## config.mk

```make
export PLATFORM = sky130hd
export DESIGN_NAME = tone_sequence_player_unit
export DESIGN_NICKNAME = d
export VERILOG_FILES = /design/src/tsp_pkg.sv /design/src/tone_sequence_player_unit.sv /design/src/tsp_store.sv
export SDC_FILE = /design/constraint.sdc
export NUM_CORES = 1
export LEC_CHECK = 0
export BUFFER_PORTS_ARGS = -buffer_cell sky130_fd_sc_hd__buf_2
export CAP_MARGIN = 0
export CORE_MARGIN = 4
export CORE_UTILIZATION = 60
export DETAILED_ROUTE_END_ITERATION = 10
export HOLD_SLACK_MARGIN = 0.05
export PLACE_DENSITY = 0.75
export SYNTH_ARGS = -nofsm -noshare
export SYNTH_HDL_FRONTEND = slang
export SYNTH_SLANG_ARGS = --single-unit
```

## constraint.sdc

```tcl
create_clock -name clk -period 4.46 [get_ports clk]
set_input_delay 0.446 -clock clk [delete_from_list [all_inputs] [get_ports clk]]
set_output_delay 0.446 -clock clk [all_outputs]
set_load 0.01 [all_outputs]
```

## src/tsp_pkg.sv

```systemverilog
// tone sequence player package: sizes, entry codes, sequencer states and store port struct
// no dependencies
package tsp_pkg;

  localparam int unsigned SEQ_DEPTH   = 16;
  localparam int unsigned GAP_TICKS   = 10;
  localparam int unsigned BEEP_CODE   = 1;
  localparam int unsigned REPEAT_CODE = 2;

  localparam int unsigned IDX_W = (SEQ_DEPTH > 1) ? $clog2(SEQ_DEPTH) : 1;
  localparam int unsigned POS_W = $clog2(SEQ_DEPTH + 1);
  localparam int unsigned GAP_W = (GAP_TICKS > 0) ? $clog2(GAP_TICKS + 1) : 1;

  localparam int unsigned WORD_W = 32;
  localparam int unsigned DUR_W  = 16;
  localparam int unsigned ARG_W  = 14;

  localparam logic [1:0] CMD_BEEP   = BEEP_CODE[1:0];
  localparam logic [1:0] CMD_REPEAT = REPEAT_CODE[1:0];

  localparam logic [1:0] FUNC_WRITE = 2'd0;
  localparam logic [1:0] FUNC_START = 2'd1;
  localparam logic [1:0] FUNC_TICK  = 2'd2;

  localparam logic [ARG_W-1:0] REP_MAX = {ARG_W{1'b1}};

  typedef enum logic [2:0] {
    S_IDLE,
    S_WALK,
    S_EVAL,
    S_END,
    S_DONE
  } state_t;

  typedef struct packed {
    logic              wr_en;
    logic [IDX_W-1:0]  wr_addr;
    logic [WORD_W-1:0] wr_data;
    logic              rd_en;
    logic [IDX_W-1:0]  rd_addr;
  } store_req_t;

endpackage

```

## src/tone_sequence_player_unit.sv

```systemverilog
// tone sequence player top level: command decode, entry walk sequencer, output register
// depends on tsp_pkg and tsp_store
//
//  channel | ports                                      | direction | role
//  --------+--------------------------------------------+-----------+------------------------
//  in      | in_valid in_ready in_func in_entry_index    | input     | write, start or tick
//          | in_entry_word                              |           |
//  out     | out_valid out_ready out_tone_on            | output    | tone state after each
//          | out_tone_freq_hz out_busy_res              |           | input transaction
//
// one input transaction at a time: a write, or a tick inside a wait, goes from idle to done,
// and every entry read from the store passes a walk state (memory read) and then an evaluate
// state, so a tick that reaches an entry walks, evaluates and completes in done, and a chain
// of zero-duration entries repeats walk and evaluate for each entry through the single read port
// reset is synchronous, active low; the store valid bits clear at once, no clearing pass
// a result waiting on out_ready does not block the next input transaction; only the
// following result waits for the output register to free up
module tone_sequence_player_unit (
  input  logic        clk,
  input  logic        rst_n,
  input  logic        in_valid,
  output logic        in_ready,
  input  logic [1:0]  in_func,
  input  logic [3:0]  in_entry_index,
  input  logic [31:0] in_entry_word,
  output logic        out_valid,
  input  logic        out_ready,
  output logic        out_tone_on,
  output logic [13:0] out_tone_freq_hz,
  output logic        out_busy_res
);
  import tsp_pkg::*;

  state_t            state_r, state_nxt;
  logic [POS_W-1:0]  pos_r, pos_nxt;
  logic [DUR_W-1:0]  rem_r, rem_nxt;
  logic [ARG_W-1:0]  rep_r, rep_nxt;
  logic              again_r, again_nxt;
  logic [GAP_W-1:0]  gap_r, gap_nxt;
  logic              running_r, running_nxt;
  logic              tone_on_r, tone_on_nxt;
  logic [ARG_W-1:0]  freq_r, freq_nxt;
  logic              allow_r, allow_nxt;

  logic              out_valid_r, out_valid_nxt;
  logic              out_tone_on_r;
  logic [ARG_W-1:0]  out_freq_r;
  logic              out_busy_r;
  logic              out_load;

  store_req_t        st_req;
  logic [WORD_W-1:0] rd_word;

  logic              in_fire;
  logic              pos_in_seq;
  logic [DUR_W-1:0]  rem_dec;
  logic [GAP_W-1:0]  gap_dec;
  logic [1:0]        ev_cmd;
  logic [DUR_W-1:0]  ev_dur;
  logic [ARG_W-1:0]  ev_arg;

  tsp_store u_store (
    .clk     (clk),
    .rst_n   (rst_n),
    .req     (st_req),
    .rd_word (rd_word)
  );

  assign in_ready   = (state_r == S_IDLE);
  assign in_fire    = in_valid && in_ready;
  assign pos_in_seq = (pos_r < POS_W'(SEQ_DEPTH));
  assign rem_dec    = (rem_r != '0) ? rem_r - DUR_W'(1) : '0;
  assign gap_dec    = (gap_r != '0) ? gap_r - GAP_W'(1) : '0;

  // packed entry fields
  assign ev_cmd = rd_word[1:0];
  assign ev_dur = rd_word[2 +: DUR_W];
  assign ev_arg = rd_word[2 + DUR_W +: ARG_W];

  always_comb begin
    state_nxt   = state_r;
    pos_nxt     = pos_r;
    rem_nxt     = rem_r;
    rep_nxt     = rep_r;
    again_nxt   = again_r;
    gap_nxt     = gap_r;
    running_nxt = running_r;
    tone_on_nxt = tone_on_r;
    freq_nxt    = freq_r;
    allow_nxt   = allow_r;
    out_load    = 1'b0;

    st_req.wr_en   = 1'b0;
    st_req.wr_addr = IDX_W'(in_entry_index);
    st_req.wr_data = in_entry_word;
    st_req.rd_en   = 1'b0;
    st_req.rd_addr = pos_r[IDX_W-1:0];

    unique case (state_r)
      S_IDLE: begin
        if (in_fire) begin
          state_nxt = S_DONE;
          priority if (in_func == FUNC_WRITE) begin
            // slots past the store depth are dropped
            st_req.wr_en = (32'(in_entry_index) < SEQ_DEPTH);
          end else if (in_func == FUNC_START) begin
            running_nxt = 1'b1;
            rep_nxt     = '0;
            again_nxt   = 1'b0;
            pos_nxt     = '0;
            rem_nxt     = '0;
            gap_nxt     = '0;
            allow_nxt   = 1'b0;
            state_nxt   = S_WALK;
          end else if (in_func == FUNC_TICK && running_r) begin
            if (pos_in_seq) begin
              rem_nxt = rem_dec;
              if (rem_dec == '0) begin
                // wait over, move on and let one new pass begin
                pos_nxt   = pos_r + POS_W'(1);
                allow_nxt = 1'b1;
                state_nxt = S_WALK;
              end
            end else begin
              gap_nxt = gap_dec;
              if (gap_dec == '0) begin
                if (again_r) begin
                  again_nxt = 1'b0;
                  pos_nxt   = '0;
                  allow_nxt = 1'b0;
                  state_nxt = S_WALK;
                end else begin
                  running_nxt = 1'b0;
                end
              end
            end
          end else begin
            // idle tick or unused func code: state unchanged
          end
        end
      end
      S_WALK: begin
        if (pos_in_seq) begin
          st_req.rd_en = 1'b1;
          state_nxt    = S_EVAL;
        end else begin
          state_nxt = S_END;
        end
      end
      S_EVAL: begin
        if (rd_word == '0) begin
          state_nxt = S_END;
        end else begin
          priority if (ev_cmd == CMD_REPEAT) begin
            if (ev_arg == '0 || rep_r < ev_arg) begin
              if (rep_r != REP_MAX) begin
                rep_nxt = rep_r + ARG_W'(1);
              end
              again_nxt = 1'b1;
            end
          end else if (ev_cmd == CMD_BEEP && ev_arg != '0) begin
            freq_nxt    = ev_arg;
            tone_on_nxt = 1'b1;
          end else begin
            tone_on_nxt = 1'b0;
          end
          if (ev_dur != '0) begin
            rem_nxt   = ev_dur;
            state_nxt = S_DONE;
          end else begin
            pos_nxt   = pos_r + POS_W'(1);
            state_nxt = S_WALK;
          end
        end
      end
      S_END: begin
        // pass finished: silence, park in the gap
        tone_on_nxt = 1'b0;
        pos_nxt     = POS_W'(SEQ_DEPTH);
        rem_nxt     = '0;
        gap_nxt     = GAP_W'(GAP_TICKS);
        state_nxt   = S_DONE;
        if (GAP_TICKS == 0) begin
          if (!again_r) begin
            running_nxt = 1'b0;
          end else if (allow_r) begin
            // zero gap: at most one extra pass per transaction
            allow_nxt = 1'b0;
            again_nxt = 1'b0;
            pos_nxt   = '0;
            state_nxt = S_WALK;
          end
        end
      end
      S_DONE: begin
        if (!out_valid_r || out_ready) begin
          out_load  = 1'b1;
          state_nxt = S_IDLE;
        end
      end
      default: begin
        state_nxt = S_IDLE;
      end
    endcase

    priority if (out_load) begin
      out_valid_nxt = 1'b1;
    end else if (out_ready) begin
      out_valid_nxt = 1'b0;
    end else begin
      out_valid_nxt = out_valid_r;
    end
  end

  always_ff @(posedge clk) begin
    if (!rst_n) begin
      state_r     <= S_IDLE;
      pos_r       <= '0;
      rem_r       <= '0;
      rep_r       <= '0;
      again_r     <= 1'b0;
      gap_r       <= '0;
      running_r   <= 1'b0;
      tone_on_r   <= 1'b0;
      freq_r      <= '0;
      allow_r     <= 1'b0;
      out_valid_r <= 1'b0;
    end else begin
      state_r     <= state_nxt;
      pos_r       <= pos_nxt;
      rem_r       <= rem_nxt;
      rep_r       <= rep_nxt;
      again_r     <= again_nxt;
      gap_r       <= gap_nxt;
      running_r   <= running_nxt;
      tone_on_r   <= tone_on_nxt;
      freq_r      <= freq_nxt;
      allow_r     <= allow_nxt;
      out_valid_r <= out_valid_nxt;
    end
  end

  // result payload, captured when the transaction completes
  always_ff @(posedge clk) begin
    if (out_load) begin
      out_tone_on_r <= tone_on_r;
      out_freq_r    <= freq_r;
      out_busy_r    <= running_r;
    end
  end

  assign out_valid        = out_valid_r;
  assign out_tone_on      = out_tone_on_r;
  assign out_tone_freq_hz = out_freq_r;
  assign out_busy_res     = out_busy_r;

`ifndef SYNTHESIS
  a_write_one_pass: assert property (@(posedge clk) disable iff (!rst_n)
    (in_valid && in_ready && in_func == FUNC_WRITE) |=> (state_r == S_DONE))
    else $error("write transaction did not complete in one cycle");

  a_pos_bound: assert property (@(posedge clk) disable iff (!rst_n)
    pos_r <= POS_W'(SEQ_DEPTH))
    else $error("position beyond the gap marker");

  a_silent_when_idle: assert property (@(posedge clk) disable iff (!rst_n)
    !running_r |-> !tone_on_r)
    else $error("tone on while playback idle");

  a_gap_no_wait: assert property (@(posedge clk) disable iff (!rst_n)
    (pos_r == POS_W'(SEQ_DEPTH)) |-> (rem_r == '0))
    else $error("entry wait left over in the gap");
`endif

endmodule

```

## src/tsp_store.sv

```systemverilog
// entry store: synchronous single-write, single-read memory with a registered read
// per-entry valid bits make never-written entries read as zero; depends on tsp_pkg
module tsp_store (
  input  logic                      clk,
  input  logic                      rst_n,
  input  tsp_pkg::store_req_t       req,
  output logic [tsp_pkg::WORD_W-1:0] rd_word
);
  import tsp_pkg::*;

  logic [WORD_W-1:0]    mem [SEQ_DEPTH];
  logic [SEQ_DEPTH-1:0] vld_r;
  logic [WORD_W-1:0]    rd_data_r;
  logic                 rd_vld_r;

  always_ff @(posedge clk) begin
    if (req.wr_en) begin
      mem[req.wr_addr] <= req.wr_data;
    end
    if (req.rd_en) begin
      rd_data_r <= mem[req.rd_addr];
    end
  end

  always_ff @(posedge clk) begin
    if (!rst_n) begin
      vld_r    <= '0;
      rd_vld_r <= 1'b0;
    end else begin
      if (req.wr_en) begin
        vld_r[req.wr_addr] <= 1'b1;
      end
      if (req.rd_en) begin
        rd_vld_r <= vld_r[req.rd_addr];
      end
    end
  end

  // entry cleared by reset reads as an end marker
  assign rd_word = rd_vld_r ? rd_data_r : '0;

endmodule
```

# Word level (Yosys, flattened, before mapping)
# Memories as Yosys holds them, arrays and structs flattened. A register that Yosys moved wholly into a read port is not among the register bits.
# Index checks and enable logic that the tools add are counted.
word_totals:
  ff_bits: 93
  mem_bits_rw: 512
  inputBits: 42
  out_inout_bits: 18
  word_cells: 174
  memories: 1
memory_table:
  columns: ["name", "depth", "width", "rd", "rd_clocked_by_memory_dff", "write_ports", "line_no", "rtl"]
  rows:
  - ["u_store.mem", 16, 32, 1, 1, 1, "tsp_store.sv:11", "logic [WORD_W-1:0] mem [SEQ_DEPTH];"]
op_classes:
  addsub: 4
  magnitude_cmp: 5
  n_eq_ne: 29
  muxes: 83
  bitwise_logic: 4
  n_reduce_logical: 33
ops:
  columns: ["cell", "count"]
  rows:
  - ["2-to-1 mux 16 bit", 8]
  - ["2-to-1 mux 14 bit", 7]
  - ["2-to-1 mux 5 bit", 10]
  - ["case mux 16 bit (3 select lines)", 1]
  - ["2-to-1 mux 3 bit", 11]
  - ["logical NOT 32 bit", 1]
  - ["2-to-1 mux 32 bit", 1]
  - ["nonzero test 16 bit", 2]
  - ["2-to-1 mux 1 bit", 31]
  - ["case mux 14 bit (2 select lines)", 1]
  - ["2-to-1 mux 4 bit", 6]
  - ["inequality test 2 bit (second input constant)", 9]
  - ["AND reduction 9 bit", 2]
  - ["logical NOT 16 bit", 1]
  - ["OR 16 bit", 1]
  - ["subtractor 16 x 1 -> 16 bit (second input constant)", 1]
  - ["case mux 3 bit (5 select lines)", 1]
  - ["case mux 5 bit (3 select lines)", 1]
  - ["adder 14 x 1 -> 14 bit (second input constant)", 1]
  - ["logical NOT 14 bit", 1]
  - ["less-than comparator 14 bit", 1]
  - ["inequality test 14 bit (second input constant)", 1]
  - ["AND reduction 7 bit", 2]
  - ["nonzero test 14 bit", 1]
  - ["other kinds (34)", 56]

# Depth between registers and ports, before layout
logic_depth:
  word_depth: 10
  depth_mapped: 12
  ltp_nobuf: 9

# Modules after synthesis
# From an unflattened synthesis, not the netlist that was laid out.
hier_totals:
  cells_unflattened: 1355
  area_unflattened_um2: 25384.3
modules_own_cells:
  columns: ["mod", "n_inst", "cells_per_inst", "area_per_inst_um2", "seq_area_each_um2"]
  rows:
  - ["tsp_store", 1, 852, 21124.0, 16676.0]
  - ["tone_sequence_player_unit", 1, 503, 4260.3, 1681.6]

# Worst setup path after synthesis
# No wires, ideal clock.
synth_path:
  path_kind: "register to register"
  startpoint: "register state_r[2]"
  endpoint: "memory u_store.mem[2][0], enable pin"
  setup_time_ps: 464
  arrival_ps: 3460
  required_ps: 3996
  setup_slack_ps: 536
  stages_incl_launch_ff: 9
  n_path_buf: 1
  period_less_slack_ps: 3924
  cell_sequence: "dfxtp_1 > buf_2 > nor2_2 > nand2_1 > inv_2 > nand2_1 > nor3_2 > nand3b_1 > nor3_1"
synth_via:
  elab_chain_cells: 6
synth_lines:
  columns: ["element", "line_no", "rtl"]
  rows:
  - ["start, declared", "tone_sequence_player_unit.sv:34", "state_t state_r, state_nxt;"]
  - ["start signal, assigned", "tone_sequence_player_unit.sv:229", "state_r <= state_nxt;"]
  - ["logical NOT 3 bit *", "tone_sequence_player_unit.sv:69", "assign in_ready = (state_r == S_IDLE);"]
  - ["net in_ready", "tone_sequence_player_unit.sv:22", "output logic in_ready,"]
  - ["logical AND 1 bit", "tone_sequence_player_unit.sv:70", "assign in_fire = in_valid && in_ready;"]
  - ["2-to-1 mux 1 bit", "tone_sequence_player_unit.sv:101", "if (in_fire) begin"]
  - ["2-to-1 mux 1 bit *", "tone_sequence_player_unit.sv:99", "unique case (state_r)"]
  - ["2-to-1 mux 1 bit *", "tsp_store.sv:17", "if (req.wr_en) begin"]
  - ["2-to-1 mux 1 bit (implied by the code) *", "tsp_store.sv:18", "mem[req.wr_addr] <= req.wr_data;"]
  - ["end, declared", "tsp_store.sv:11", null]
# The timed path passes the listed nets; every way through them passes the cells marked *.

# Worst setup path after layout
layout_path:
  startpoint: "register state_r[2]"
  endpoint: "memory u_store.mem[8][9], enable pin"
layout_via:
  elab_chain_cells: 6
layout_lines:
  columns: ["element", "line_no"]
  rows:
  - ["logical NOT 3 bit *", "tone_sequence_player_unit.sv:69, tone_sequence_player_unit.sv:99"]
  - ["logical AND 1 bit", "tone_sequence_player_unit.sv:70"]
  - ["2-to-1 mux 1 bit", "tone_sequence_player_unit.sv:101"]
  - ["2-to-1 mux 1 bit *", "tone_sequence_player_unit.sv:99"]
  - ["2-to-1 mux 1 bit *", "tsp_store.sv:17"]
  - ["2-to-1 mux 1 bit (implied by the code) *", "tsp_store.sv:18"]
# Mark *: on every way between the ends. The rest lies on a longest branch, timed or not.

==> results.cfg <==
[die]
dieWidth_um = 213
die_h_um = 213
start_util_pct = 61.2
dieArea_um2 = 45400
core_area_um2 = 41200
ios = 60
std_cell_rows = 74

[synthesis]
synth_ff_type = edfxtp_1
syn_area_um2 = 25200
synth_nets = 1411
syn_inst = 1351
syn_area_per_cell_um2 = 18.7
synth_cell_types = 79
synth-seq-cells = 637
synth-edff-count = 560
yosysSeqAreaShare_pct = 72.8
ys_warn_count = 0
synthArstFlopShare_pct = 0

[global_route]
grt_pass1_vias = 13100
grt_max_degree = 71
antenna_found_initial = 8
overflow = 0
grt_usage_pct = 24.2
grt_pass1_wl_mm = 81.9

[sta]
worst_pin_slew_ps = 1170
finalClockSkew_ps = 20.0
max_freq_ghz = 0.306
maxSlewHeadroom_pct = 21.9
rsz0062_at_grt = no
fin_ws_ps = 1190
setup_tns_ps = 0
slew_violations = 0
finalSetupViolCount = 0
hold_viol_final = 0
min_period_over_period_pct = 73.3
fin_crit_ps = 3270

[clock_tree]
postCtsSetupBuffers = 0
cts_hold_buf = 0
cts.repair.resized = 0
clkSlewWorstSetupHoldPaths_ps = 60
cts-root-buf = clkbuf_16
cts_buffer_depth = 3
clock_sink_count = 637
cts_tree = done
numCtsBuffers = 58
ctsHtreeMaxLevel = 2
clkLatencyLatePin_ps = 620

[placement]
hpwl_mm = 31.6
place_ws_ps = 1190
placedCellCount = 1903
postPlaceCellArea_um2 = 26300
finalWeightedCongestion = 0.860
portBuffers = 59

[finish]
final_nets = 1491
final_cell_area_um2 = 28200
multi_input_area_um2 = 6620
area.growth.synth_to_final_pct = 11.7
final_cell_count_no_fill = 2016
seqCellArea_um2 = 18400
drive_above_1_share_pct = 25.7
fillers = 2574

[setup_path]
worstPathRequired_ps = 4690
crit_fanout = 33
r2r-start = state_r[2]
critPathKind = reg2reg
arrival_ps = 3500
r2r-end = u_store.mem[8][9]
reg2reg_depth = 7
start_kind = flop
critPathCaptureType = flop
r2r_setup_slack_ps = 1190

[hold_path]
holdPathEnd = state_r[0]
worstHoldStart = in_valid
hold_class = in2reg
whs_path_depth = 3

[routing]
vias = 13100
ant_nets = 0
wirelength_mm = 53.5
post-route-drc-count = 0
viasPerCell = 6.48
post_drt_wl_per_cell_um = 26.5
drt_iter0_markers = 1479
dr.pass1.iters = 5

[run]
maxCapViolCount = 0

[run_status]
status = completed

[power_and_ir_drop]
ir_drop_uv = 358
power.total_w = 0.0122
powerDensity_nw_per_um2 = 434
p_leak_nw = 8.78
[registers in the layout, indices dropped and copies added (netlist names)]
| name | count |
|---|---|
| u_store.mem | 512 |
| u_store.rd_data_r | 32 |
| rem_r | 16 |
| u_store.vld_r | 16 |
| freq_r | 14 |
| out_tone_freq_hz | 14 |
| rep_r | 14 |
| pos_r | 5 |
| gap_r | 4 |
| state_r | 3 |
| again_r | 1 |
| out_busy_res | 1 |
| out_tone_on | 1 |
| out_valid | 1 |
| running_r | 1 |
| tone_on_r | 1 |
| u_store.rd_vld_r | 1 |
[cells in the mapped netlist, types with 3 or more instances]
library cell | n | area share (%)
nor2_1 | 95 | 1.4
nor2b_1 | 4 | 0.099
ha_1 | 18 | 0.89
nor3_1 | 12 | 0.24
clkbuf_1 | 33 | 0.49
a32o_1 | 3 | 0.12
nand4b_1 | 3 | 0.10
o31ai_1 | 8 | 0.24
nand4_1 | 8 | 0.20
a22oi_1 | 7 | 0.21
nand2_1 | 75 | 1.1
or4_1 | 4 | 0.12
o21ai_0 | 27 | 0.54
mux2i_1 | 4 | 0.16
buf_1 | 10 | 0.15
and2_1 | 4 | 0.099
nand3_1 | 32 | 0.64
and3_1 | 6 | 0.15
mux4_2 | 165 | 15
nor4_1 | 9 | 0.22
a21o_1 | 4 | 0.12
buf_2 | 21 | 0.42
a31oi_1 | 4 | 0.099
edfxtp_1 | 560 | 67
nand2b_1 | 5 | 0.12
o211ai_1 | 10 | 0.30
xor2_1 | 3 | 0.10
nor3_2 | 5 | 0.20
xnor2_1 | 8 | 0.28
a211oi_1 | 7 | 0.21
dfxtp_1 | 77 | 6.1
nand3b_1 | 6 | 0.18
inv_1 | 13 | 0.19
a21oi_1 | 46 | 0.91
[how the worst max path moves through the flow]
stage / slack, ps / startpoint / to / cells after the start
floorplan: 540 / state_r[2] / u_store.mem[2][0] / 8
global placement: 1290 / state_r[2] / u_store.mem[8][7] / 7
detailed placement: 1190 / state_r[2] / u_store.mem[8][28] / 7
CTS: 1170 / state_r[2] / u_store.mem[8][1] / 7
global route: 960 / state_r[2] / u_store.mem[8][29] / 7
finish: 1190 / state_r[2] / u_store.mem[8][9] / 7
[report_power, final]
part           switching (W)  internal [W]  total (W)
clock                0.00211       0.00277    0.00488
sequential         0.0000535       0.00653    0.00659
combinational       0.000440      0.000314   0.000755
total                0.00260       0.00962     0.0122
[through the flow]
| stage | hold WS, ps | util [%] |
|---|---|---|
| 5_1_grt | 161 | 68.3 |
| 4_1_cts | 144 | 68.3 |
| 6_report | 183 | 68.3 |
| 2_1_floorplan | 408 | - |
| 3_5_place_dp | 419 | 63.7 |
| 3_3_place_gp | 417 | 63.7 |
[cell families after synthesis]
logic type | synth area share, %
flops | 72.8
compound gates | 3.91
buf+inv | 1.40
mux | 14.9
xor+xnor | 0.382
simple gates | 5.69
fa+ha+maj | 0.893
[critical path, cell delays in order (launching register included)]
cell     delay, ps
dfxtp_1        400
nor2_2         180
nand2_1         90
inv_2          120
nand2_1        140
nor3_2         390
or3b_2         630
nor2_4         930
[cell type report]
class / instances / share of cell area (%)
antenna: 3 / 0.0267
clock buffer: 79 / 5.76
clock inverter: 31 / 0.929
inverter: 15 / 0.200
multi-input combinational: 632 / 23.5
sequential: 637 / 65.2
tap: 532 / 2.36
timing repair buffer: 87 / 1.97
[metal layers]
layer	global-route usage, %	vias to the layer above	wire length (µm)
li1	-	5673	-
met1	36.6	6721	22400
met2	37.4	571	25500
met3	4.66	99	4250
met4	6.42	6	1230
met5	0	-	46
[cells in the final DEF (no fill, tap or decap), types with 16 or more instances in the layout]
cell type,n
buf_4,24
nand3_1,32
edfxtp_1,560
clkinv_1,16
buf_2,59
nor2_1,83
nand2_1,75
ha_1,18
o21ai_0,27
a21oi_1,46
clkbuf_16,59
dfxtp_1,73
mux4_2,165
Note: power is estimated with default switching activity, not from simulation.
